$ cat config.mk
export PLATFORM = sky130hd
export DESIGN_NAME = bounded_sorted_deque_list
export DESIGN_NICKNAME = d
export VERILOG_FILES = /design/src/rtl/bsdl_pkg.sv /design/src/rtl/bsdl_ram.sv /design/src/rtl/bsdl_cmp.sv /design/src/rtl/bsdl_ctrl.sv /design/src/rtl/bounded_sorted_deque_list.sv
export SDC_FILE = /design/constraint.sdc
export NUM_CORES = 1
export LEC_CHECK = 0
export ABC_AREA = 1
export ABC_CLOCK_PERIOD_IN_PS = 4300
export BUFFER_PORTS_ARGS = -buffer_cell sky130_fd_sc_hd__buf_2
export CAP_MARGIN = 15
export CELL_PAD_IN_SITES_DETAIL_PLACEMENT = 0
export CELL_PAD_IN_SITES_GLOBAL_PLACEMENT = 1
export CORE_MARGIN = 2
export CORE_UTILIZATION = 25
export CTS_CLUSTER_SIZE = 10
export DETAILED_ROUTE_END_ITERATION = 7
export HOLD_SLACK_MARGIN = 0.05
export MAX_ROUTING_LAYER = met4
export PLACE_DENSITY_LB_ADDON = 0.1
export SYNTH_ARGS = -nofsm -noshare
export SYNTH_HDL_FRONTEND = slang
export SYNTH_SLANG_ARGS = --single-unit
$ cat constraint.sdc
create_clock -name clk -period 4.3 [get_ports clk]
set_input_delay 0 -clock clk [delete_from_list [all_inputs] [get_ports clk]]
set_output_delay 0 -clock clk [all_outputs]
set_load 0.03 [all_outputs]
$ cat src/rtl/bsdl_pkg.sv
`timescale 1ns / 1ps
// Shared constants, operation codes and result types for the bounded sorted deque list.
// Depends on nothing; every other file in rtl/ except bsdl_ram imports it.
package bsdl_pkg;

    localparam int CAPACITY = 16;
    localparam int IDX_W    = (CAPACITY > 1) ? $clog2(CAPACITY) : 1;
    localparam int CNT_W    = $clog2(CAPACITY + 1);

    localparam int OP_W     = 3;
    localparam int VAL_W    = 32;
    localparam int COUNT_W  = 5;

    localparam int S_FIELDS_W = OP_W + VAL_W;
    localparam int S_TDATA_W  = ((S_FIELDS_W + 7) / 8) * 8;
    localparam int M_FIELDS_W = 1 + VAL_W + COUNT_W + 1;
    localparam int M_TDATA_W  = ((M_FIELDS_W + 7) / 8) * 8;
    localparam int M_PAD_W    = M_TDATA_W - M_FIELDS_W;

    typedef enum logic [OP_W-1:0] {
        OP_PUSH_FRONT = 3'd0,
        OP_PUSH_BACK  = 3'd1,
        OP_SORTED_INS = 3'd2,
        OP_POP_FRONT  = 3'd3,
        OP_POP_BACK   = 3'd4,
        OP_REMOVE_VAL = 3'd5,
        OP_CLEAR      = 3'd6
    } op_t;

    typedef enum logic [1:0] {
        MODE_NONE,
        MODE_INS,
        MODE_REM
    } mode_t;

    typedef struct packed {
        logic             ok;
        logic [VAL_W-1:0] removed_value;
        logic [COUNT_W-1:0] count;
        logic             empty_res;
    } res_t;

    typedef struct packed {
        logic             busy;
        logic [CNT_W-1:0] cnt;
    } stat_t;

endpackage

$ cat src/rtl/bsdl_ram.sv
`timescale 1ns / 1ps
// Generic single-write, single-read RAM with registered read data.
// No dependencies.
module bsdl_ram #(
    parameter int WIDTH = 32,
    parameter int DEPTH = 16
) (
    input  logic                     clk,
    input  logic                     we,
    input  logic [$clog2(DEPTH)-1:0] waddr,
    input  logic [WIDTH-1:0]         wdata,
    input  logic [$clog2(DEPTH)-1:0] raddr,
    output logic [WIDTH-1:0]         rdata
);

    logic [WIDTH-1:0] mem [DEPTH];

    always_ff @(posedge clk)
    begin
        if (we)
        begin
            mem[waddr] <= wdata;
        end
        rdata <= mem[raddr];
    end

endmodule

$ cat src/rtl/bsdl_cmp.sv
`timescale 1ns / 1ps
// Shared compare unit: decides whether the entry just read is the insert/remove point.
// Depends on bsdl_pkg.
module bsdl_cmp (
    input  bsdl_pkg::op_t                   op,
    input  logic [bsdl_pkg::VAL_W-1:0]      data,
    input  logic [bsdl_pkg::VAL_W-1:0]      value,
    output logic                            hit
);
    import bsdl_pkg::*;

    logic lt;
    logic eq;

    assign lt = $signed(data) < $signed(value);
    assign eq = (data == value);

    always_comb
    begin
        case (op)
            OP_PUSH_FRONT: hit = 1'b1;
            OP_POP_FRONT:  hit = 1'b1;
            OP_POP_BACK:   hit = 1'b1;
            OP_SORTED_INS: hit = lt;
            OP_REMOVE_VAL: hit = eq;
            default:       hit = 1'b0;
        endcase
    end

endmodule

$ cat src/rtl/bsdl_ctrl.sv
`timescale 1ns / 1ps
// Sequencer: walks the entry RAM one position per cycle, rippling entries up
// (insert) or down (remove). Depends on bsdl_pkg; drives bsdl_ram, reads bsdl_cmp.
module bsdl_ctrl (
    input  logic                          clk,
    input  logic                          rst_n,
    input  logic                          in_valid,
    output logic                          in_ready,
    input  bsdl_pkg::op_t                 in_op,
    input  logic [bsdl_pkg::VAL_W-1:0]    in_value,
    input  logic                          out_free,
    output logic                          done,
    output bsdl_pkg::res_t                res,
    output bsdl_pkg::stat_t               stat,
    output bsdl_pkg::op_t                 cur_op,
    output logic [bsdl_pkg::VAL_W-1:0]    cur_value,
    input  logic                          hit,
    output logic                          ram_we,
    output logic [bsdl_pkg::IDX_W-1:0]    ram_waddr,
    output logic [bsdl_pkg::VAL_W-1:0]    ram_wdata,
    output logic [bsdl_pkg::IDX_W-1:0]    ram_raddr,
    input  logic [bsdl_pkg::VAL_W-1:0]    ram_rdata
);
    import bsdl_pkg::*;

    typedef enum logic {
        ST_IDLE,
        ST_RUN
    } state_t;

    state_t           state_reg,   state_next;
    op_t              op_reg,      op_next;
    mode_t            mode_reg,    mode_next;
    logic [VAL_W-1:0] val_reg,     val_next;
    logic [CNT_W-1:0] cnt_reg,     cnt_next;
    logic [CNT_W-1:0] rd_idx_reg,  rd_idx_next;
    logic [IDX_W-1:0] cmp_idx_reg, cmp_idx_next;
    logic             cmp_vld_reg, cmp_vld_next;
    logic             found_reg,   found_next;
    logic             nok_reg,     nok_next;
    logic [VAL_W-1:0] carry_reg,   carry_next;
    logic [VAL_W-1:0] rem_reg,     rem_next;

    logic             issue;
    logic             finish;
    logic             full;
    logic             empty;
    logic [CNT_W-1:0] new_cnt;

    assign full   = (cnt_reg == CNT_W'(CAPACITY));
    assign empty  = (cnt_reg == '0);
    assign issue  = (state_reg == ST_RUN) && (rd_idx_reg < cnt_reg);
    assign finish = (state_reg == ST_RUN) && !issue && !cmp_vld_reg && out_free;

    assign in_ready  = (state_reg == ST_IDLE);
    assign done      = finish;
    assign cur_op    = op_reg;
    assign cur_value = val_reg;
    assign ram_raddr = rd_idx_reg[IDX_W-1:0];
    assign stat.busy = (state_reg != ST_IDLE);
    assign stat.cnt  = cnt_reg;

    // count after the operation finishes
    always_comb
    begin
        case (mode_reg)
            MODE_INS: new_cnt = cnt_reg + CNT_W'(1);
            MODE_REM: new_cnt = found_reg ? cnt_reg - CNT_W'(1) : cnt_reg;
            default:  new_cnt = cnt_reg;
        endcase
    end

    always_comb
    begin
        case (mode_reg)
            MODE_INS: res.ok = 1'b1;
            MODE_REM: res.ok = found_reg;
            default:  res.ok = nok_reg;
        endcase
        res.removed_value = (mode_reg == MODE_REM && found_reg) ? rem_reg : '0;
        res.count         = COUNT_W'(new_cnt);
        res.empty_res     = (new_cnt == '0);
    end

    always_comb
    begin
        state_next   = state_reg;
        op_next      = op_reg;
        mode_next    = mode_reg;
        val_next     = val_reg;
        cnt_next     = cnt_reg;
        rd_idx_next  = rd_idx_reg;
        cmp_idx_next = cmp_idx_reg;
        cmp_vld_next = cmp_vld_reg;
        found_next   = found_reg;
        nok_next     = nok_reg;
        carry_next   = carry_reg;
        rem_next     = rem_reg;
        ram_we       = 1'b0;
        ram_waddr    = cmp_idx_reg;
        ram_wdata    = carry_reg;

        case (state_reg)
            ST_IDLE:
            begin
                if (in_valid)
                begin
                    state_next   = ST_RUN;
                    op_next      = in_op;
                    val_next     = in_value;
                    found_next   = 1'b0;
                    cmp_vld_next = 1'b0;
                    nok_next     = 1'b0;
                    mode_next    = MODE_NONE;
                    rd_idx_next  = cnt_reg;
                    case (in_op)
                        OP_PUSH_FRONT, OP_SORTED_INS:
                        begin
                            if (!full)
                            begin
                                mode_next   = MODE_INS;
                                rd_idx_next = '0;
                            end
                        end
                        OP_PUSH_BACK:
                        begin
                            if (!full)
                            begin
                                mode_next = MODE_INS;
                            end
                        end
                        OP_POP_FRONT, OP_REMOVE_VAL:
                        begin
                            if (!empty)
                            begin
                                mode_next   = MODE_REM;
                                rd_idx_next = '0;
                            end
                        end
                        OP_POP_BACK:
                        begin
                            if (!empty)
                            begin
                                mode_next   = MODE_REM;
                                rd_idx_next = cnt_reg - CNT_W'(1);
                            end
                        end
                        OP_CLEAR:
                        begin
                            nok_next    = 1'b1;
                            cnt_next    = '0;
                            rd_idx_next = '0;
                        end
                        default:
                        begin
                            nok_next = 1'b0;
                        end
                    endcase
                end
            end

            ST_RUN:
            begin
                if (issue)
                begin
                    rd_idx_next = rd_idx_reg + CNT_W'(1);
                end
                cmp_vld_next = issue;
                cmp_idx_next = rd_idx_reg[IDX_W-1:0];

                if (cmp_vld_reg)
                begin
                    case (mode_reg)
                        MODE_INS:
                        begin
                            if (found_reg)
                            begin
                                ram_we     = 1'b1;
                                ram_wdata  = carry_reg;
                                carry_next = ram_rdata;
                            end
                            else if (hit)
                            begin
                                ram_we     = 1'b1;
                                ram_wdata  = val_reg;
                                carry_next = ram_rdata;
                                found_next = 1'b1;
                            end
                        end
                        MODE_REM:
                        begin
                            if (found_reg)
                            begin
                                ram_we    = 1'b1;
                                ram_waddr = cmp_idx_reg - IDX_W'(1);
                                ram_wdata = ram_rdata;
                            end
                            else if (hit)
                            begin
                                rem_next   = ram_rdata;
                                found_next = 1'b1;
                            end
                        end
                        default:
                        begin
                            ram_we = 1'b0;
                        end
                    endcase
                end

                if (finish)
                begin
                    state_next = ST_IDLE;
                    cnt_next   = new_cnt;
                    if (mode_reg == MODE_INS)
                    begin
                        // tail write: displaced entry, or the new value at the back
                        ram_we    = 1'b1;
                        ram_waddr = cnt_reg[IDX_W-1:0];
                        ram_wdata = found_reg ? carry_reg : val_reg;
                    end
                end
            end

            default:
            begin
                state_next = ST_IDLE;
            end
        endcase
    end

    always_ff @(posedge clk or negedge rst_n)
    begin
        if (!rst_n)
        begin
            state_reg   <= ST_IDLE;
            op_reg      <= OP_CLEAR;
            mode_reg    <= MODE_NONE;
            val_reg     <= '0;
            cnt_reg     <= '0;
            rd_idx_reg  <= '0;
            cmp_idx_reg <= '0;
            cmp_vld_reg <= 1'b0;
            found_reg   <= 1'b0;
            nok_reg     <= 1'b0;
            carry_reg   <= '0;
            rem_reg     <= '0;
        end
        else
        begin
            state_reg   <= state_next;
            op_reg      <= op_next;
            mode_reg    <= mode_next;
            val_reg     <= val_next;
            cnt_reg     <= cnt_next;
            rd_idx_reg  <= rd_idx_next;
            cmp_idx_reg <= cmp_idx_next;
            cmp_vld_reg <= cmp_vld_next;
            found_reg   <= found_next;
            nok_reg     <= nok_next;
            carry_reg   <= carry_next;
            rem_reg     <= rem_next;
        end
    end

endmodule

$ cat src/rtl/bounded_sorted_deque_list.sv
`timescale 1ns / 1ps
// Top level of the bounded sorted deque list: stream ports, result register, assertions.
// Depends on bsdl_pkg, bsdl_ram, bsdl_cmp and bsdl_ctrl.
//
// Usage
//   s_* channel: one transaction per operation (push front/back, sorted insert,
//   pop front/back, remove by value, clear). m_* channel: one result transaction
//   per operation with ok, removed value, count and empty flag.
//   Entries live in a CAPACITY-deep RAM, front at address 0. A single pass walks
//   the RAM one address per cycle through one compare unit; inserts ripple the
//   entries behind the insert point up by one, removals ripple them down.
// Pass length
//   Each operation reads N entries in its pass: every entry for push front, sorted
//   insert, pop front and remove by value; one for pop back; none for push back,
//   clear and rejected operations. N is at most CAPACITY. The next operation is
//   accepted only after the current one has finished.
//   s_tready drops for the whole operation; the RAM read port sets the pace.
// Reset
//   rst_n clears the sequencer and the entry count; RAM contents are left as is
//   and are never read before being written.
// Stall
//   The result sits in an output register; the next operation is accepted while
//   it waits. A finished operation holds in the sequencer until that register is
//   free, so nothing is lost or overwritten.
module bounded_sorted_deque_list (
    input  logic                           clk,
    input  logic                           rst_n,
    input  logic                           s_tvalid,
    output logic                           s_tready,
    input  logic [bsdl_pkg::S_TDATA_W-1:0] s_tdata,  // [2:0] operation, [34:3] value
    output logic                           m_tvalid,
    input  logic                           m_tready,
    output logic [bsdl_pkg::M_TDATA_W-1:0] m_tdata   // [0] ok, [32:1] removed_value,
                                                     // [37:33] count, [38] empty_res
);
    import bsdl_pkg::*;

    op_t              in_op;
    logic [VAL_W-1:0] in_value;
    op_t              cur_op;
    logic [VAL_W-1:0] cur_value;
    logic             hit;
    logic             done;
    res_t             res;
    stat_t            stat;
    logic             out_free;

    logic             ram_we;
    logic [IDX_W-1:0] ram_waddr;
    logic [VAL_W-1:0] ram_wdata;
    logic [IDX_W-1:0] ram_raddr;
    logic [VAL_W-1:0] ram_rdata;

    logic             m_valid_reg, m_valid_next;
    res_t             m_res_reg,   m_res_next;

    assign in_op    = op_t'(s_tdata[OP_W-1:0]);
    assign in_value = s_tdata[OP_W +: VAL_W];
    assign out_free = !m_valid_reg || m_tready;

    bsdl_ram #(
        .WIDTH (VAL_W),
        .DEPTH (CAPACITY)
    ) u_ram (
        .clk   (clk),
        .we    (ram_we),
        .waddr (ram_waddr),
        .wdata (ram_wdata),
        .raddr (ram_raddr),
        .rdata (ram_rdata)
    );

    bsdl_cmp u_cmp (
        .op    (cur_op),
        .data  (ram_rdata),
        .value (cur_value),
        .hit   (hit)
    );

    bsdl_ctrl u_ctrl (
        .clk       (clk),
        .rst_n     (rst_n),
        .in_valid  (s_tvalid),
        .in_ready  (s_tready),
        .in_op     (in_op),
        .in_value  (in_value),
        .out_free  (out_free),
        .done      (done),
        .res       (res),
        .stat      (stat),
        .cur_op    (cur_op),
        .cur_value (cur_value),
        .hit       (hit),
        .ram_we    (ram_we),
        .ram_waddr (ram_waddr),
        .ram_wdata (ram_wdata),
        .ram_raddr (ram_raddr),
        .ram_rdata (ram_rdata)
    );

    // result register: load on completion, drop once taken
    always_comb
    begin
        m_valid_next = m_valid_reg;
        m_res_next   = m_res_reg;
        if (done)
        begin
            m_valid_next = 1'b1;
            m_res_next   = res;
        end
        else if (m_tready)
        begin
            m_valid_next = 1'b0;
        end
    end

    always_ff @(posedge clk or negedge rst_n)
    begin
        if (!rst_n)
        begin
            m_valid_reg <= 1'b0;
            m_res_reg   <= '0;
        end
        else
        begin
            m_valid_reg <= m_valid_next;
            m_res_reg   <= m_res_next;
        end
    end

    assign m_tvalid = m_valid_reg;
    assign m_tdata  = {{M_PAD_W{1'b0}}, m_res_reg.empty_res, m_res_reg.count,
                       m_res_reg.removed_value, m_res_reg.ok};

    // ------------------------------------------------------------------
    // Assertions
    // ------------------------------------------------------------------
    a_cnt_bound: assert property (@(posedge clk) disable iff (!rst_n)
        stat.cnt <= CNT_W'(CAPACITY))
        else $error("entry count above capacity");

    a_busy_after_accept: assert property (@(posedge clk) disable iff (!rst_n)
        (s_tvalid && s_tready) |=> (!s_tready && stat.busy))
        else $error("sequencer ready right after accepting a transaction");

    a_empty_flag: assert property (@(posedge clk) disable iff (!rst_n)
        m_valid_reg |-> (m_res_reg.empty_res == (m_res_reg.count == '0)))
        else $error("empty flag disagrees with count");

    a_fail_no_value: assert property (@(posedge clk) disable iff (!rst_n)
        (m_valid_reg && !m_res_reg.ok) |-> (m_res_reg.removed_value == '0))
        else $error("failed operation reports a removed value");

    a_done_free: assert property (@(posedge clk) disable iff (!rst_n)
        done |-> out_free)
        else $error("result completed into an occupied output register");

endmodule
==> metrics.cfg, run 1 <==
[sta]
setup_slack_ns=0.5915
worst_slew_pin_slew_ns=1.076
hold_ws_ns=0.1117
finalCriticalPeriod_ns=3.708
slew-limit-headroom_pct=27.84
final.period_utilization_pct=86.24
finClkSkew_ns=0.02939
hold_viol_final=0
rsz0062_at_grt=no
fmax_mhz=269.7
setup-violations-final=0
slew_violations=0

[detailed_routing]
vias_per_cell=4.664
drc=0
dr.pass1.iters=5
dr_total_vias=21820
avgRoutedWirePerCell_um=21.39
detail_route.wirelength_mm=100.0
drtIter0Drc=1510
ant_nets=0

[logic_synthesis]
yosysWarningCount=0
synth.net_count=2981
synth_edf_count=512
seq_area_frac_synth_pct=65.86
netlist_area_um2=30360
synth.avg_cell_area_um2=10.49
synth.ff_latch_count=703
ys.flop_type=edfxtp_1
synth-async-reset-ratio_pct=22.62
synth.distinct_cells=44
synthCells=2894

[layout]
syn2layout_area_growth_pct=19.43
largest_reg_flops=512
design_area_um2=36260
drive_gt1_share_pct=10.70
nNetsFinal=3101
largest-register=u_ram.mem
utilization_pct=30.19

[placed_design]
io_buffers=79
place_hpwl_mm=57.22
placed_cell_area_um2=33180
post-place-ws_ns=0.5916
place_congestion=0.7787

[clock_network]
clk_latency_ns=0.67
clkTransAtPathRegs_ns=0.06
post_cts_resized=0
root_buffer=clkbuf_16
clock_sinks=703
cts_tree=done
numCtsBuffers=86
htree_levels=3
cts_buffer_depth=3

[worst_setup_path]
cp-end-kind=register
cpMaxStageDelayCell=dfrtp_1
worstPathRequired_ns=4.63
path_delay_family=buffers and inverters
cp_common_cell=inv_1
crit_chain=inv_1 -> ha_1 -> nand4_1 -> o221ai_1 -> o2111ai_4 -> inv_1 -> nand2_1 -> nand2_1 -> nand2_1 -> o21ai_1 -> inv_1 -> nor2_1 -> inv_1 -> nor3_2 -> buf_12
critPathLaunchType=register
arrival_ns=4.04
cp_max_fo=32
crit_buf_inv=5
crit_type=reg -> reg
r2r_slack_ns=0.59
cp_slowest_stage_delay_ns=0.47

[min_path]
hold_class=in -> reg

[floorplanning]
fp.dieW_um=352.5
core_um2=120100
ioPinCount=86
rows=127
dieArea_um2=124300
start_util_pct=25.27
die_y_um=352.5

[grt]
grt_max_degree=195
antenna_found_initial=7
first_global_vias=21480
grt_overflow=0
grt_pass1_wl_mm=146.9
grt_usage_pct=16.31

[run_status]
status=complete, no violations

[power]
p_leak_nw=13.57
vdd_ir_drop_max_v=0.0005863
p_per_area_nw_per_um2=798.5

[job]
drv_cap=0

worst min-delay path: cells and delay by family:
kind            cells  cell delay [ns]
buf+inv             2             0.62
compound gates      1             0.06
simple gates        1             0.05
power by group:
| group | internal (mW) | switching (mW) |
|---|---|---|
| clock network | 3.90 | 2.90 |
| registers | 9.59 | 0.680 |
| logic | 3.18 | 8.71 |
cells in the final DEF (no fill, tap or decap), drive strengths merged, types with 22 or more instances in the layout:
cell type / n
edfxtp: 512
dlygate4sd3: 46
dfxtp: 32
clkbuf: 118
a22oi: 32
inv: 150
nand2: 609
o21ai: 455
o22ai: 82
nor2: 304
dfrtp: 157
buf: 170
a21oi: 84
o221ai: 51
ha: 43
clkinv: 22
nand3: 131
layer usage:
layer,global-route usage (%),routed length [um]
met5,-,0
met4,4.103,1895
met3,1.997,3874
met1,22.22,48040
met2,25.77,46220
what timing repair did:
action,4_1_cts,5_1_grt
hold buffers,47,0
setup buffers,0,0
setup endpoints to repair,0,0
hold endpoints to repair,210,0
cells in the mapped netlist, drive strengths merged, types with 3 or more instances:
library cell    n  area [um^2]
nand2         609         2301
edfxtp        512        15370
o21ai         455         2288
nor2          304         1149
dfrtp         157         3929
clkbuf        151        566.8
inv           150        563.0
nand3         131        655.6
a21oi          84        424.2
o22ai          82        513.0
o221ai         51        446.7
ha             43        538.0
buf            34        187.7
a22oi          32        240.2
dfxtp          32        640.6
o211ai         21        157.7
nor3            8        40.04
xor2            7        61.31
a21o            5        37.54
nand4           5        46.29
clkinv          3        11.26
or2             3        18.77
kinds of logic after synthesis:
family	after synthesis	share of synthesized area, %
simple gates	1060	13.87
compound gates	742	13.91
flops	703	65.86
buf+inv	338	4.376
fa+ha+maj	43	1.772
xor+xnor	7	0.2019
other cells	1	0.01235
through the flow:
step / setup TNS [ns] / total power, mW / std cells
after CTS: 0 / 29.42 / 4676
after detailed placement: 0 / 22.40 / 4491
after floorplan: -54.27 / 17.36 / 2894
after global placement: 0 / 22.21 / 4491
after global routing: 0 / 31.06 / 4676
final: 0 / 28.96 / 4677
final timing paths:
kind                                   start              endpoint  cells after the start
min in group asynchronous              rst_n      u_ctrl.cur_op[1]                      3
hold reg to reg                  m_tdata[34]           m_tdata[34]                      2
setup / recovery           u_ctrl.cnt_reg[2]      u_ram.mem[9][19]                     15
hold / removal                   s_tdata[32]  u_ctrl.cur_value[29]                      4
setup reg to reg           u_ctrl.cnt_reg[2]      u_ram.mem[9][19]                     15
max in group asynchronous              rst_n  u_ctrl.cur_value[18]                      4
cell type report:
cell class / count / area, um^2
repair buffers: 217 / 1876
inverters: 153 / 580.6
multi-input cells: 1853 / 9191
diodes: 1 / 2.502
fillers: 12390 / 83870
flip-flops and latches: 703 / 20010
clock buffers: 117 / 2330
clock inverters: 21 / 260.3
well taps: 1612 / 2017
(Power assumes the default switching activity.)
==> run 2, diff against run 1 <==
Settings changed: CORE_ASPECT_RATIO set to 1.1.
==> run 2 against run 1 <==
Against the previous run: sequential share of layout area down 0.67 points; wire length rose by 2.5%; non-clock buffer count grew 10; worst setup slack lost 0.17 ns; first-iteration DRC count grew 4.7%; fmax fell by 4.3%; via count is 0.94% higher; register-to-register slack got worse by 0.17 ns; cell count rose by 0.56%; clock skew fell by 0.0012 ns; combinational power grew 8%; total power up 2.5%; critical endpoint is now u_ram.mem[11][7]; largest power group unchanged.
==> metrics.cfg, run 2 (same netlist as run 1, synthesis figures left out) <==
[worst_setup_path]
r2r-start=u_ctrl.cnt_reg[2]
cp_max_fo=7
critPathLaunchType=register
cpMaxStageDelayCell=nor2_4
r2r_slack_ns=0.42
cp_slowest_stage_delay_ns=0.59
cp-end-kind=register
crit_chain=inv_1 -> ha_1 -> nand4_1 -> o221ai_1 -> o2111ai_4 -> buf_4 -> o21ai_0 -> a21oi_2 -> nor2_1 -> nand3_1 -> nor2_4 -> buf_12
reg2regPathDepth=12
arrival_ns=4.23
r2r-end=u_ram.mem[11][7]
worstPathRequired_ns=4.65
crit_type=reg -> reg

[sta]
worst_slew_pin_slew_ns=0.9415
slew_violations=0
tns_ns=0
slew-limit-headroom_pct=37.23
rsz0062_at_grt=no
hold_viol_final=0
finClkSkew_ns=0.02815
final.period_utilization_pct=90.16
hold_ws_ns=0.09725
setup-violations-final=0
fmax_mhz=257.9
finalCriticalPeriod_ns=3.877

[grt]
grt_pass1_wl_mm=150.2
grt_max_degree=130
first_global_vias=22050
grt_overflow=0
grt_usage_pct=16.97
antenna_found_initial=4

[min_path]
min_path_cells=4
hold_end=u_ctrl.cur_value[20]
hold_class=in -> reg
hp-start=s_tdata[23]

[power]
power_frac_clock_pct=22.2
combPwrFrac_pct=43.3
swShare_pct=41.84
power_switching_mw=12.42
p_leak_nw=13.72
power_frac_seq_pct=34.6
vdd_ir_drop_max_v=0.0003938
p_per_area_nw_per_um2=808.5
p_int_mw=17.26

[floorplanning]
core_um2=120900
rows=134
start_util_pct=25.12
ioPinCount=86
die_y_um=369.5
dieArea_um2=124300
fp.dieW_um=336.3

[layout]
n_fill_cell=12360
nNetsFinal=3110
layout.cells.non_filler=4703
drive_gt1_share_pct=11.05
largest-register=u_ram.mem
layout_common_cells=nand2_1, edfxtp_1, o21ai_0
design_area_um2=36710
multi_input_area_um2=9191
final_common_cell=nand2_1
utilization_pct=30.37
seqCellArea_um2=20010
syn2layout_area_growth_pct=20.91
largest_reg_flops=512

[clock_network]
clkTransAtPathRegs_ns=0.06
clock_sinks=703
cts_tree=done
cts_hold_buffers=42
clk_latency_ns=0.66
cts_buffer_depth=3
post_cts_resized=0
root_buffer=clkbuf_16
numCtsBuffers=85
post_cts_buffers=0
htree_levels=3

[detailed_routing]
dr_total_vias=22020
ant_nets=0
detail_route.wirelength_mm=102.6
drc=0
dr.pass1.iters=6
drtIter0Drc=1581
vias_per_cell=4.682
avgRoutedWirePerCell_um=21.81

[job]
drv_cap=0

[run_status]
status=complete, no violations

[placed_design]
io_buffers=79
place_hpwl_mm=57.73
placed_cell_area_um2=33790
place_congestion=0.7951
place_inst=4525

run 2: cell count changes in the layout (fill, tap and decap cells not counted), sizes merged:
cell,previous run,this run
clkinv,22,16
diode,1,2
bufinv,2,0
inv,150,153
dlygate4sd3,46,41
buf,170,185
run 2: critical path, delay by kind of cell, from the launching register on:
kind,cells,cell delay [ns]
AOI/OAI and AO/OA,4,1.02
adders and majority gates,1,0.33
buffers and inverters,3,0.63
DFF,1,0.46
and+or+nand+nor,4,1.11
run 2: power groups by stage:
stage | Sequential, mW | Combinational, mW | Clock, mW
final | 10.3 | 12.8 | 6.58
after global routing | 10.4 | 14.3 | 7.07
after CTS | 10.3 | 13.1 | 6.85
after detailed placement | 10.4 | 13.0 | 0
after global placement | 10.4 | 12.9 | 0
after floorplan | 10.4 | 7.01 | 0
run 2: worst max-delay path by stage:
stage / slack, ns / endpoint / from
after floorplan: -0.37 / u_ram.mem[9][0] / u_ctrl.cnt_reg[2]
after global placement: 0.28 / u_ram.mem[6][20] / u_ctrl.cur_value[21]
after detailed placement: 0.31 / u_ram.mem[6][20] / u_ctrl.cur_value[23]
after CTS: 0.29 / u_ram.mem[6][11] / u_ctrl.cur_value[21]
after global routing: 0.05 / u_ram.mem[11][27] / u_ctrl.cnt_reg[2]
final: 0.42 / u_ram.mem[11][7] / u_ctrl.cnt_reg[2]
run 2: per-layer routing:
metal	vias to the layer above	part of all wire [%]	global-route usage (%)
met1	10970	45	21.74
met3	128	4.0	2.039
li1	10430	-	-
met5	-	0	-
met2	499	49	28.30
met4	0	1.9	4.622
run 2: cell type report:
| cell class | instances | share of cell area (%) |
|---|---|---|
| clock inverters | 16 | 0.3988 |
| repair buffers | 227 | 6.595 |
| well taps | 1632 | 5.562 |
| multi-input cells | 1853 | 25.04 |
| clock buffers | 117 | 6.315 |
| diodes | 2 | 0.01363 |
| inverters | 153 | 1.581 |
| flip-flops and latches | 703 | 54.50 |
run 2: per-stage QoR:
step	setup slack [ns]	power [mW]
finish	0.4230	29.68
global route	0.05205	31.80
CTS	0.2863	30.20
detailed placement	0.3093	23.37
global placement	0.2764	23.27
floorplan	-0.3736	17.36
==> run 3, diff against run 2 <==
Settings changed: PLACE_DENSITY_LB_ADDON 0.1 to 0.15, SYNTH_HIERARCHICAL set to 1.
==> run 3 against run 2 <==
Against the previous run: register-to-register slack improved by 0.05 ns; non-clock buffer count shrank 20; critical path type unchanged; global-route usage fell by 1.1 points; sequential share of layout area shrank 2.5 points; count of clock-buffer cells in the layout grew 5; combinational power decreased by 9%; clock power is 1% lower; clock skew down 0.0038 ns; critical endpoint is now u_ram/mem[7][5]; via count grew 7.9%.
==> metrics.cfg, run 3 <==
[sta]
final.period_utilization_pct=88.91
hold_ws_ns=0.1102
setup_slack_ns=0.4770
worst_slew_pin_slew_ns=1.099
tns_ns=0
slew_violations=0
setup-violations-final=0
finalCriticalPeriod_ns=3.823
slew-limit-headroom_pct=26.60
rsz0062_at_grt=no
finClkSkew_ns=0.02439
fmax_mhz=261.6
hold_viol_final=0

[grt]
first_global_vias=23280
grt_overflow=0
antenna_found_initial=11
grt_max_degree=107
grt_pass1_wl_mm=156.0
grt_usage_pct=15.88

[logic_synthesis]
synth.net_count=3788
yosysWarningCount=6
synthCells=3701
netlist_area_um2=33260
synth.avg_cell_area_um2=8.986

[worst_setup_path]
worstPathRequired_ns=4.49
arrival_ns=4.02
cp-end-kind=register
reg2regPathDepth=22
critPathLaunchType=register
r2r-start=u_ctrl/cur_value[7]
crit_type=reg -> reg
r2r_slack_ns=0.48
r2r-end=u_ram/mem[7][5]
cp_max_fo=18

[layout]
utilization_pct=29.12
largest-register=u_ram/mem
multi_input_area_um2=9852
nNetsFinal=3892
layout_common_cells=nand2_1, inv_1, edfxtp_1
syn2layout_area_growth_pct=15.79
drive_gt1_share_pct=8.392
seqCellArea_um2=20010
n_fill_cell=13940
final_common_cell=nand2_1
largest_reg_flops=512

[detailed_routing]
avgRoutedWirePerCell_um=18.53
highest_layer=met4
wl_met3_mm=3.560
detail_route.wirelength_mm=104.3
vias_per_cell=4.222
met1_length_mm=48.20
dr.pass1.iters=5
drc=0
wl_met2_mm=50.51
ant_nets=0
dr_total_vias=23750
drtIter0Drc=1396

[floorplanning]
dieArea_um2=136000
die_y_um=386.5
fp.dieW_um=351.8
ioPinCount=86
core_um2=132300
start_util_pct=25.15
rows=140

[clock_network]
clock_sinks=703
post_cts_resized=0
cts_tree=done
htree_levels=3
root_buffer=clkbuf_16
numCtsBuffers=84
clkTransAtPathRegs_ns=0.06
cts_buffer_depth=3
clk_latency_ns=0.65

[placed_design]
place_congestion=0.7552
io_buffers=79
place_hpwl_mm=60.70
post-place-ws_ns=0.4285

[power]
swShare_pct=42.82
p_int_mw=16.10
power_switching_mw=12.05
p_per_area_nw_per_um2=731.0
power_frac_clock_pct=23.0
vdd_ir_drop_max_v=0.0006169
p_leak_nw=17.50
power_frac_seq_pct=35.7
combPwrFrac_pct=41.3

[run_status]
status=complete, no violations

[min_path]
hold_end=u_ctrl/cur_value[4]
hp-start=s_tdata[7]
min_path_cells=4
hold_class=in -> reg

[job]
drv_cap=0

-- run 3: per-layer routing --
| metal | vias to the layer above | GRT usage [%] |
|---|---|---|
| met5 | - | - |
| met4 | 0 | 4.079 |
| met3 | 133 | 1.731 |
| met2 | 387 | 26.22 |
| met1 | 11310 | 20.69 |
| li1 | 11920 | - |
-- run 3: how the worst max path moves through the flow --
stage | start | endpoint | slack (ns) | cells past startpoint
6_report | u_ctrl/cur_value[7] | u_ram/mem[7][5] | 0.48 | 22
2_1_floorplan | u_ctrl/cur_value[31] | u_ram/mem[10][0] | 0.58 | 20
4_1_cts | u_ctrl/cur_value[7] | u_ram/mem[7][5] | 0.39 | 22
5_1_grt | u_ctrl/cur_value[7] | u_ram/mem[7][5] | 0.13 | 22
3_5_place_dp | u_ctrl/cur_value[7] | u_ram/mem[1][5] | 0.43 | 22
3_3_place_gp | u_ctrl/cur_value[7] | u_ram/mem[1][5] | 0.44 | 22
-- run 3: cell type report --
class                   count  share of cell area, %
diodes                      2                0.01300
clock inverters             8                 0.1072
well taps                1775                  5.767
multi-input cells        2192                  25.58
repair buffers            207                  4.442
flip-flops and latches    703                  51.97
clock buffers             122                  6.073
inverters                 617                  6.047
-- run 3: critical path, cell delays in order, from the launching register on --
cell and delay [ns]:
dfrtp_1 0.33, inv_1 0.04, ha_1 0.28, nand2_1 0.07, nor2_1 0.35, nand2_1 0.10
nand2_1 0.14, nand2_2 0.13, nand3_2 0.07, nor2_1 0.04, nand2_1 0.04, nand3_1 0.06
nand2_1 0.13, nand2_2 0.09, nand2_1 0.08, nand2_2 0.36, buf_12 0.31, nand2_1 0.06
nand2_1 0.04, inv_1 0.04, nand2_1 0.04, nand3_1 0.07, nand2_1 0.42
-- run 3: what timing repair did --
item                                   in CTS  in global routing
setup buffers                               0                  0
endpoints found under the hold margin     206                  0
hold buffers                               46                  0
-- run 3: power by group through the flow --
stage,sequential (mW),clock [mW],combinational (mW)
after global routing,10.2,6.98,13.1
final,10.0,6.49,11.6
after CTS,10.1,6.76,12.0
after global placement,10.2,0,11.9
after floorplan,10.1,0,7.68
after detailed placement,10.2,0,11.9
-- run 3: through the flow --
step,std cells,power [mW],area (um^2)
2_1_floorplan,3701,17.73,33260
3_3_place_gp,5448,22.11,35650
3_5_place_dp,5448,22.06,35650
6_report,5626,28.15,38510
5_1_grt,5624,30.31,38500
4_1_cts,5624,28.78,38500
